[src/rtl/core/sxfb_pkg.sv]
`default_nettype none
package sxfb_pkg;

   // operation codes
   localparam logic [1:0] OP_CLEAR = 2'd0;
   localparam logic [1:0] OP_DRAW  = 2'd1;
   localparam logic [1:0] OP_READ  = 2'd2;

   // leftmost sprite pixel
   localparam logic [7:0] SPRITE_MSB = 8'h80;

   // controller -> datapath
   typedef struct packed {
      logic accept;   // latch the incoming word, start the row read
      logic commit;   // write back, update flags, load the result register
   } sxfb_cmd_type;

   // datapath -> controller
   typedef struct packed {
      logic rsp_full; // result register holds a word not yet taken
   } sxfb_sts_type;

endpackage
`default_nettype wire

[src/rtl/core/sprite_xor_framebuffer_core.sv]
`default_nettype none
// Monochrome XOR framebuffer of DISPLAY_WIDTH x DISPLAY_HEIGHT pixels. Each input word is
// one operation: clear screen, draw one 8-pixel sprite row (MSB leftmost, XORed in at
// x_base, row y_base+row_index, both wrapped), or read one pixel (wrapped). Every word gives
// exactly one result word: the sprite's accumulated collision flag (set when a draw turns a
// lit pixel off, cleared after a draw marked tlast is answered) and, for reads, the pixel.
// Each word passes a fetch step, reading the row from the row memory's registered read port,
// and a commit step, which modifies, writes back and loads the result register. Clear takes
// the same steps, since it drops per-row valid bits at once instead of sweeping the memory;
// reset clears the screen the same way. The result register lets the next word enter
// while a result waits; only a second result with the first still untaken stalls the core.
module sprite_xor_framebuffer_core #(
   parameter int DISPLAY_WIDTH  = 64,   // 8 .. 64
   parameter int DISPLAY_HEIGHT = 32    // 1 .. 64
) (
   input  wire         clock,
   input  wire         reset,
   // request channel
   input  wire         req_tvalid,
   output logic        req_tready,
   input  wire  [31:0] req_tdata,  // operation[1:0], x_base[9:2], y_base[17:10],
                                   // row_index[21:18], sprite_row[29:22], zero[31:30]
   input  wire         req_tlast,  // last_row
   // response channel
   output logic        rsp_tvalid,
   input  wire         rsp_tready,
   output logic [7:0]  rsp_tdata   // collision[0], pixel[1], zero[7:2]
);
   import sxfb_pkg::*;

   sxfb_cmd_type cmd;
   sxfb_sts_type sts;
   logic         coll;
   logic         pix;

   sxfb_ctrl u_ctrl (
      .clock      (clock),
      .reset      (reset),
      .req_tvalid (req_tvalid),
      .req_tready (req_tready),
      .rsp_tready (rsp_tready),
      .sts        (sts),
      .cmd        (cmd)
   );

   sxfb_datapath #(
      .DISPLAY_WIDTH  (DISPLAY_WIDTH),
      .DISPLAY_HEIGHT (DISPLAY_HEIGHT)
   ) u_datapath (
      .clock         (clock),
      .reset         (reset),
      .cmd           (cmd),
      .sts           (sts),
      .operation     (req_tdata[1:0]),
      .x_base        (req_tdata[9:2]),
      .y_base        (req_tdata[17:10]),
      .row_index     (req_tdata[21:18]),
      .sprite_row    (req_tdata[29:22]),
      .last_row      (req_tlast),
      .rsp_tready    (rsp_tready),
      .rsp_tvalid    (rsp_tvalid),
      .rsp_collision (coll),
      .rsp_pixel     (pix)
   );

   assign rsp_tdata = {6'd0, pix, coll};

endmodule
`default_nettype wire

[src/rtl/core/sxfb_ctrl.sv]
`default_nettype none
module sxfb_ctrl (
   input  wire                      clock,
   input  wire                      reset,
   input  wire                      req_tvalid,
   output logic                     req_tready,
   input  wire                      rsp_tready,
   input  sxfb_pkg::sxfb_sts_type   sts,
   output sxfb_pkg::sxfb_cmd_type   cmd
);
   import sxfb_pkg::*;

   localparam logic ST_IDLE = 1'b0;
   localparam logic ST_EXEC = 1'b1;

   logic state_ff;
   logic state_in;

   always_comb begin
      req_tready = (state_ff == ST_IDLE);
      cmd.accept = req_tvalid && req_tready;
      // hold in EXEC while the previous result is still waiting
      cmd.commit = (state_ff == ST_EXEC) && (!sts.rsp_full || rsp_tready);
      state_in   = state_ff;
      case (state_ff)
         ST_IDLE: begin
            if (cmd.accept) state_in = ST_EXEC;
         end
         ST_EXEC: begin
            if (cmd.commit) state_in = ST_IDLE;
         end
         default: state_in = ST_IDLE;
      endcase
   end

   always_ff @(posedge clock) begin
      if (reset) begin
         state_ff <= ST_IDLE;
      end else begin
         state_ff <= state_in;
      end
   end

endmodule
`default_nettype wire

[src/rtl/core/sxfb_datapath.sv]
`default_nettype none
module sxfb_datapath #(
   parameter int DISPLAY_WIDTH  = 64,
   parameter int DISPLAY_HEIGHT = 32
) (
   input  wire                      clock,
   input  wire                      reset,
   input  sxfb_pkg::sxfb_cmd_type   cmd,
   output sxfb_pkg::sxfb_sts_type   sts,
   input  wire [1:0]                operation,
   input  wire [7:0]                x_base,
   input  wire [7:0]                y_base,
   input  wire [3:0]                row_index,
   input  wire [7:0]                sprite_row,
   input  wire                      last_row,
   input  wire                      rsp_tready,
   output logic                     rsp_tvalid,
   output logic                     rsp_collision,
   output logic                     rsp_pixel
);
   import sxfb_pkg::*;

   localparam int XW = $clog2(DISPLAY_WIDTH);
   localparam int AW = (DISPLAY_HEIGHT > 1) ? $clog2(DISPLAY_HEIGHT) : 1;

   // modulo tables, built at elaboration
   logic [XW-1:0] x_mod_tbl [256];
   logic [AW-1:0] y_mod_tbl [256];

   for (genvar i = 0; i < 256; i++) begin : g_mod
      localparam int XM = i % DISPLAY_WIDTH;
      localparam int YM = i % DISPLAY_HEIGHT;
      assign x_mod_tbl[i] = XW'(XM);
      assign y_mod_tbl[i] = AW'(YM);
   end

   // row store, one word per display row
   logic [DISPLAY_WIDTH-1:0]  frame_mem_ff [DISPLAY_HEIGHT];
   logic [DISPLAY_HEIGHT-1:0] row_valid_ff;
   logic [DISPLAY_HEIGHT-1:0] row_valid_in;

   logic [DISPLAY_WIDTH-1:0]  rd_row_ff;
   logic                      rd_valid_ff;

   // latched item
   logic [1:0]    op_ff;
   logic [XW-1:0] xw_ff;
   logic [AW-1:0] addr_ff;
   logic [7:0]    sprite_ff;
   logic          last_ff;

   logic          hit_ff;
   logic          hit_in;
   logic          rsp_valid_ff;
   logic          rsp_valid_in;
   logic          coll_ff;
   logic          pix_ff;

   logic [AW:0]   y_sum;
   logic [AW-1:0] addr_in;
   logic [XW:0]   xc;
   logic [DISPLAY_WIDTH-1:0] row_cur;
   logic [DISPLAY_WIDTH-1:0] mask;
   logic [DISPLAY_WIDTH-1:0] new_row;
   logic          erase;
   logic          coll_in;
   logic          pix_in;

   // row address: wrapped y, plus wrapped row index for draws
   always_comb begin
      y_sum = (AW+1)'(y_mod_tbl[y_base]) + (AW+1)'(y_mod_tbl[{4'd0, row_index}]);
      if (y_sum >= (AW+1)'(DISPLAY_HEIGHT)) y_sum = y_sum - (AW+1)'(DISPLAY_HEIGHT);
      if (operation == OP_DRAW) addr_in = y_sum[AW-1:0];
      else                      addr_in = y_mod_tbl[y_base];
   end

   // XOR of the sprite byte into the fetched row
   always_comb begin
      row_cur = rd_valid_ff ? rd_row_ff : '0;
      mask    = '0;
      xc      = '0;
      for (int c = 0; c < 8; c++) begin
         xc = (XW+1)'(xw_ff) + (XW+1)'(c);
         if (xc >= (XW+1)'(DISPLAY_WIDTH)) xc = xc - (XW+1)'(DISPLAY_WIDTH);
         if ((8'(sprite_ff << c) & SPRITE_MSB) != 8'd0) mask[xc[XW-1:0]] = 1'b1;
      end
      new_row = row_cur ^ mask;
      erase   = |(row_cur & mask);
   end

   always_comb begin
      hit_in       = hit_ff;
      coll_in      = hit_ff;
      pix_in       = 1'b0;
      row_valid_in = row_valid_ff;
      case (op_ff)
         OP_CLEAR: row_valid_in = '0;
         OP_DRAW: begin
            coll_in               = hit_ff | erase;
            hit_in                = last_ff ? 1'b0 : (hit_ff | erase);
            row_valid_in[addr_ff] = 1'b1;
         end
         OP_READ: pix_in = row_cur[xw_ff];
         default: ;
      endcase
      rsp_valid_in = rsp_valid_ff;
      if (rsp_valid_ff && rsp_tready) rsp_valid_in = 1'b0;
      if (cmd.commit)                 rsp_valid_in = 1'b1;
   end

   always_ff @(posedge clock) begin
      if (reset) begin
         row_valid_ff <= '0;
         hit_ff       <= 1'b0;
         rsp_valid_ff <= 1'b0;
      end else begin
         rsp_valid_ff <= rsp_valid_in;
         if (cmd.commit) begin
            row_valid_ff <= row_valid_in;
            hit_ff       <= hit_in;
         end
      end
   end

   always_ff @(posedge clock) begin
      if (cmd.accept) begin
         op_ff       <= operation;
         xw_ff       <= x_mod_tbl[x_base];
         addr_ff     <= addr_in;
         sprite_ff   <= sprite_row;
         last_ff     <= last_row;
         rd_row_ff   <= frame_mem_ff[addr_in];
         rd_valid_ff <= row_valid_ff[addr_in];
      end
      if (cmd.commit) begin
         coll_ff <= coll_in;
         pix_ff  <= pix_in;
      end
   end

   always_ff @(posedge clock) begin
      if (cmd.commit && (op_ff == OP_DRAW)) frame_mem_ff[addr_ff] <= new_row;
   end

   assign sts.rsp_full  = rsp_valid_ff;
   assign rsp_tvalid    = rsp_valid_ff;
   assign rsp_collision = coll_ff;
   assign rsp_pixel     = pix_ff;

endmodule
`default_nettype wire

[config.mk]
export PLATFORM = sky130hd
export DESIGN_NAME = sprite_xor_framebuffer_core
export DESIGN_NICKNAME = d
export VERILOG_FILES = /design/src/rtl/core/sxfb_pkg.sv /design/src/rtl/core/sprite_xor_framebuffer_core.sv /design/src/rtl/core/sxfb_ctrl.sv /design/src/rtl/core/sxfb_datapath.sv
export SDC_FILE = /design/constraint.sdc
export NUM_CORES = 2
export LEC_CHECK = 0
export BUFFER_PORTS_ARGS = -buffer_cell sky130_fd_sc_hd__buf_2
export CAP_MARGIN = 20
export CORE_MARGIN = 10
export CORE_UTILIZATION = 23
export DETAILED_ROUTE_END_ITERATION = 12
export GPL_TIMING_DRIVEN = 1
export PLACE_DENSITY = 0.43
export SETUP_SLACK_MARGIN = 0.02
export SKIP_LAST_GASP = 1
export SLEW_MARGIN = 20
export SYNTH_ARGS = -nofsm -noshare
export SYNTH_HDL_FRONTEND = slang
export SYNTH_SLANG_ARGS = --single-unit
[constraint.sdc]
create_clock -name clock -period 9 [get_ports clock]
set_input_delay 1.35 -clock clock [delete_from_list [all_inputs] [get_ports clock]]
set_output_delay 1.35 -clock clock [all_outputs]
set_load 0.02 [all_outputs]
; ---- Yosys cells after proc, flatten, opt, wreduce, memory -nomap -nowiden
; Memory sizes are Yosys's and may differ from the RTL's. A register that Yosys moved wholly into a read port is not among the register bits.
; Index checks and enable logic that the tools add are counted.
[word_totals]
mem_bits_ro = 4096
elab_cells = 157
mem_bits_rw = 2048
mem_count = 4
reg_bits = 54
[op_classes]
n_lt_le_gt_ge = 31
eq_ne = 3
n_addsub = 17
n_bitwise = 15
reduce_logical = 21
mux = 55
[memory_table]
columns = memory, depth, width, rd, rd_ports_with_merged_regs, write_ports, line
row1 = u_datapath.frame_mem_ff, 32, 64, 1, 1, 1, sxfb_datapath.sv:38  ; logic [DISPLAY_WIDTH-1:0] frame_mem_ff [DISPLAY_HEIGHT];
row2 = (no name shown), 256, 6, 1, 1, 0, sxfb_datapath.sv:128  ; xw_ff <= x_mod_tbl[x_base];
row3 = (no name shown), 256, 5, 1, 0, 0, sxfb_datapath.sv:74  ; else addr_in = y_mod_tbl[y_base];
row4 = (no name shown), 256, 5, 1, 0, 0, sxfb_datapath.sv:71  ; y_sum = (AW+1)'(y_mod_tbl[y_base]) + (AW+1)'(y_mod_tbl[{4'd0, row_index}]);
[op_table]
columns = op, count
row1 = 2-to-1 mux 64 bit, 9
row2 = bitwise OR 64 bit, 7
row3 = AND 64 bit, 1
row4 = one-hot mux 32 bit (2 select lines), 1
row5 = OR reduction 64 bit, 1
row6 = bitwise XOR 64 bit, 1
row7 = less-than comparator 6 x 7 -> 1 bit (second input constant), 9
row8 = greater-or-equal comparator 7 bit (second input constant), 7
row9 = demux 1 bit (select 6 bit), 8
row10 = greater-or-equal comparator 6 x 1 -> 1 bit (second input constant), 8
row11 = 2-to-1 mux 6 bit, 8
row12 = subtractor 6 x 1 -> 6 bit (second input constant), 8
row13 = bitwise OR 32 bit, 1
row14 = 2-to-1 mux 5 bit, 6
row15 = adder 6 x 3 -> 7 bit (second input constant), 4
row16 = 2-to-1 mux 1 bit, 19
row17 = greater-or-equal comparator 9 bit (second input constant), 2
row18 = inverter 8 -> 9 bit, 2
row19 = adder 6 x 2 -> 7 bit (second input constant), 2
row20 = logical AND 1 bit, 13
row21 = less-than comparator 5 x 6 -> 1 bit (second input constant), 2
row22 = inverter 4 -> 9 bit, 1
row23 = adder 6 x 1 -> 7 bit (second input constant), 1
row24 = greater-or-equal comparator 6 x 7 -> 1 bit (second input constant), 1
row25 = 17 further kinds, 20

; ---- Longest topological paths before layout
[depth]
depth_word = 25
ltp_mapped = 19

; ---- By module
; Synthesis repeated with hierarchy kept, for this count alone.
[unflattened]
cells_unflattened = 5775
area_unflattened_um2 = 88715.1
[modules_own_cells]
columns = mod, cells_per_inst, n_inst, area_per_inst_um2
row1 = sxfb_datapath, 5758, 1, 88592.5
row2 = sprite_xor_framebuffer_core, 9, 1, 63.8
row3 = sxfb_ctrl, 8, 1, 58.8

; ---- Worst setup path before layout
; OpenSTA, ideal clock, no wires.
[synth_path]
kind = input to register
from = in rsp_tready
to = mem u_datapath.frame_mem_ff[6][0], enable pin
path_slack_ns = 0.514
arrival_time_ns = 7.842
stages = 3
path_buffers = 0
required_time_ns = 8.356
setup_time_ns = 0.644
cell_sequence = nand2b_1 > nand4_1 > nor4_1
[synth_between]
elab_chain_cells = 5
[synth_lines]
columns = item, line
row1 = "start, declared", sprite_xor_framebuffer_core.sv:26  ; input wire rsp_tready,
row2 = logical OR 1 bit, sxfb_ctrl.sv:23  ; cmd.commit = (state_ff == ST_EXEC) && (!sts.rsp_full || rsp_tready);
row3 = logical AND 1 bit, sxfb_ctrl.sv:23
row4 = logical AND 1 bit, sxfb_datapath.sv:142  ; if (cmd.commit && (op_ff == OP_DRAW)) frame_mem_ff[addr_ff] <= new_row;
row5 = 2-to-1 mux 1 bit, sxfb_datapath.sv:142
row6 = 2-to-1 mux 1 bit (not written as such), sxfb_datapath.sv:142
row7 = "end, declared", sxfb_datapath.sv:38
; No other way between the ends.

; ---- Worst setup path after layout
[layout_path]
from = reg u_datapath.xw_ff[2]
to = reg u_datapath.hit_ff
[layout_between]
elab_chain_cells = 25
word_cells_on_any_way = 90
classes_between = 15 x add/sub / 24 x order compare / 33 x mux / 9 x bitwise / 9 x reduce/logical
[layout_lines]
columns = item, line
row1 = "start, declared", sxfb_datapath.sv:47  ; logic [XW-1:0] xw_ff;
row2 = adder 6 x 1 -> 7 bit (tied with other cells), sxfb_datapath.sv:83  ; xc = (XW+1)'(xw_ff) + (XW+1)'(c);
row3 = subtractor 6 x 1 -> 6 bit (tied with other cells), sxfb_datapath.sv:84  ; if (xc >= (XW+1)'(DISPLAY_WIDTH)) xc = xc - (XW+1)'(DISPLAY_WIDTH);
row4 = 2-to-1 mux 6 bit (tied with other cells), sxfb_datapath.sv:84
row5 = less-than comparator 6 x 7 -> 1 bit (not written as such) (tied with other cells), sxfb_datapath.sv:85  ; if ((8'(sprite_ff << c) & SPRITE_MSB) != 8'd0) mask[xc[XW-1:0]] = 1'b1;
row6 = logical AND 1 bit (not written as such) or 2-to-1 mux 1 bit (tied branches), sxfb_datapath.sv:85
row7 = 2-to-1 mux 1 bit (not written as such) or demux 1 bit (select 6 bit) (tied branches), -
row8 = demux 1 bit (select 6 bit) or 2-to-1 mux 64 bit (tied branches), -
row9 = bitwise OR 64 bit (no source line), -
row10 = [... 9 more ...], -
row11 = bitwise OR 64 bit (no source line), -
row12 = 2-to-1 mux 64 bit, sxfb_datapath.sv:85
row13 = bitwise OR 64 bit (no source line), -
row14 = 2-to-1 mux 64 bit *, sxfb_datapath.sv:85
row15 = AND 64 bit *, sxfb_datapath.sv:88  ; erase = |(row_cur & mask);
row16 = OR reduction 64 bit *, sxfb_datapath.sv:88
row17 = bitwise OR 1 bit *, sxfb_datapath.sv:100  ; hit_in = last_ff ? 1'b0 : (hit_ff | erase);
row18 = 2-to-1 mux 1 bit *, sxfb_datapath.sv:100
row19 = "end signal, assigned", sxfb_datapath.sv:120  ; hit_ff <= hit_in;
row20 = "end, declared", sxfb_datapath.sv:52  ; logic hit_ff;
; Every way passes the cells marked *; elsewhere a longest branch is shown, timed or not.
; A chain may end at the register's enable or synchronous reset.

==> results_dict.tcl <==
set metrics [dict create \
    cp_slowest_stage_delay_ns 0.90 \
    rsz0062_at_grt "false" \
    dp.final_hpwl_mm 177.1 \
    tns_ns 0 \
    avgRoutedWirePerCell_um 28.10 \
    synth_flop_cell "edfxtp_1" \
    ys_seq_area_share_pct 71.91 \
    htreeDepth 4 \
    holdWs_ns 0.4672 \
    via_per_inst 4.889 \
    slowest_stage "nor4_1" \
    fillers 39429 \
    finalCoreUtilization_pct 26.67 \
    die_h_um 646.3 \
    worst_clock_skew_ns 0.08391 \
    ir_drop_mv 0.1508 \
    seqPwrFrac_pct 50.0 \
    cap_violations 0 \
    r2r_slack_ns 2.73 \
    drc 0 \
    syn-mean-instance-area_um2 14.94 \
    layout_min_cycle_time_ns 6.266 \
    numCtsBuffers 229 \
    timing.fmax_ghz 0.1596 \
    gr-usage-met2_pct 24.21 \
    cts_tree "yes" \
    synth.distinct_cells 81 \
    fin_crit_sh_pct 69.62 \
    setup.worst_path.end_class "flip-flop" \
    fin_nets 6166 \
    use_met1_pct 20.38 \
    power.total_mw 23.47 \
    r2r_cells 14 \
    drt-total-wl_mm 321.3 \
    ys_async_sr_fraction_pct 0 \
    clkLatencyLatePin_ns 0.94 \
    p_int_mw 17.49 \
    synth.largest_area_cell "edfxtp_1" \
    synth-edff-count 2137 \
    grtUsageMet3_pct 1.969 \
    ios 47 \
    status "finished clean" \
    syn_inst 6039 \
    vias 55916 \
    relSlewSlack_pct 14.25 \
    p_leak_nw 33.49 \
    required_ns 9.78 \
    overflow 0 \
    ys_ff_latch 2172 \
    path_max_fanout 26 \
    ff_latch_area_um2 64870 \
    yosysMostFrequentCell "edfxtp_1" \
    hold_start "u_datapath.row_valid_ff[22]" \
    initial_core_util_pct 23.13 \
    drive_gt1_share_pct 10.90 \
    grt_usage_pct 14.72 \
    finalMaxSlewViolations 0 \
    p_switching_mw 5.971 \
    postCtsSetupBuffers 0 \
    grt_max_degree 185 \
    cts_max_path_buffers 4 \
    pwr-share-clk_pct 38.6 \
    synth_top_area_share_pct 71.13 \
    antenna_found_initial 10 \
    drtIter0Drc 5233 \
    synth_commonest_cells "edfxtp_1 (2137), nand2_1 (625), a221oi_1 (572), a21oi_1 (548), mux2i_1 (534)" \
    area_delta_synth_final_pct 15.27 \
    clock_sinks 2172 \
    setup_slack_ns 2.734 \
    fp.coreArea_um2 390000 \
    holdPathStages 1 \
    place_ws_ns 2.989 \
    clockRootBuffer "clkbuf_16" \
    worst_slew_pin_slew_ns 1.282 \
    multiInputGateArea_um2 23530 \
    yosys-top-cells-area "edfxtp_1 (71%), mux2i_1 (5.9%), a221oi_1 (5.6%), a21oi_1 (3.0%), nand2_1 (2.6%)" \
    hp-class "reg -> reg" \
    busiest_layer "met2" \
    cts.clk_slew.worst_paths_ns 0.06 \
    postCtsHoldBufs 0 \
    ctsResizeCount 0 \
    fp-row-count 229 \
    arrival_ns 7.05 \
    p_sw_share_pct 25.45 \
    finalHoldViolations 0 \
    p_per_area_nw_per_um2 225.7 \
    place.gp.congestion 0.9235 \
    setup_viol 0 \
    cp-start-kind "flip-flop" \
    synth_area_um2 90210 \
    drt-pass1-iter-count 9 \
    min_to "u_datapath.row_valid_ff[22]" \
    die_area_um2 417700 \
    r2r-start "u_datapath.xw_ff[2]" \
    die_w_um 646.3 \
    reg2reg_to "u_datapath.hit_ff" \
    pwr-share-comb_pct 11.4 \
    critPathKind "reg -> reg" \
    ant_nets 0 \
    critPathLaunch "u_datapath.xw_ff[2]" \
    grt_pass1_wl_mm 445.2 \
    yosysWarnings 0 \
    io_buffers 33 \
    grt_pass1_vias 54924 \
    crit_chain "buf_4 > or2_1 > nor2_2 > xnor2_1 > nand3_1 > o31a_1 > o2111ai_1 > ha_1 > nor4_1 > nand4_1 > or4_1 > a31o_2 > inv_1 > a2111oi_0" \
]
through the flow:
stage	std cells	instance area, um2
global placement	11021	96840
detailed placement	11021	96850
global route	11436	104000
floorplan	6044	90230
finish	11436	104000
CTS	11434	103900
cells in the final DEF (no fill, tap or decap), types with 63 or more instances in the layout:
cell	instances
nor3_1	281
edfxtp_1	2137
nor2_1	109
a22oi_1	68
and2_1	73
clkbuf_16	231
nand2_1	625
buf_4	179
nand3_1	63
mux2i_1	533
a221oi_1	572
a21oi_1	547
flip-flops by register name, indices dropped and copies added, names as in the netlist:
register,count
u_ctrl.state_ff,1
u_datapath.xw_ff,6
u_datapath.rsp_pixel,1
u_datapath.op_ff,2
u_datapath.rd_row_ff,64
u_datapath.last_ff,1
u_datapath.rsp_tvalid,1
u_datapath.rd_valid_ff,1
u_datapath.hit_ff,1
u_datapath.row_valid_ff,32
u_datapath.rsp_collision,1
u_datapath.sprite_ff,8
u_datapath.frame_mem_ff,2048
u_datapath.addr_ff,5
cells by family after synthesis:
logic type,Yosys count,share of synthesized area (%)
and+or+nand+nor,1358,7.164
xor gates and xnor gates,32,0.3107
AOI/OAI and AO/OA,1390,10.92
DFF,2172,71.91
buffers and inverters,468,2.480
other,1,0.004157
adders and majority gates,73,1.021
muxes,545,6.187
critical path, delay by kind of cell (launching register included):
family                     cells  cell delay (ns)
adders and majority gates      1             0.38
xor gates and xnor gates       1             0.21
AOI/OAI and AO/OA              4             0.90
buffers and inverters          2             0.61
DFF                            1             0.73
and+or+nand+nor                6             3.26
metal layers:
layer | vias up | share of wire (%)
li1 | 24231 | -
met1 | 29407 | 45
met2 | 1801 | 47
met3 | 477 | 5.1
met4 | 0 | 2.7
met5 | - | 0
final cells by class:
cell class / instances / share of cell area (%)
timing repair buffer: 233 / 1.863
antenna: 1 / 0.002407
tap: 5197 / 6.253
multi-input combinational: 3404 / 22.63
sequential: 2172 / 62.39
inverter: 16 / 0.08062
clock buffer: 291 / 5.776
clock inverter: 122 / 1.010
worst max path at each step:
stage                                               end  slack, ns  depth (start not counted)
after detailed placement       u_datapath.rsp_collision       2.99                         12
final                                 u_datapath.hit_ff       2.73                         14
after global placement                u_datapath.hit_ff       2.87                         14
after CTS                      u_datapath.rsp_collision       3.00                         12
after floorplan           u_datapath.frame_mem_ff[6][0]       0.51                          3
after global routing                  u_datapath.hit_ff       2.65                         14
power groups by stage:
stage	combinational [mW]	sequential (mW)	clock [mW]
after global routing	2.87	11.7	9.70
after floorplan	1.65	11.9	0
after global placement	2.64	11.9	0
after detailed placement	2.66	11.9	0
after CTS	2.67	11.7	9.31
final	2.67	11.7	9.07
(Power assumes the default switching activity.)
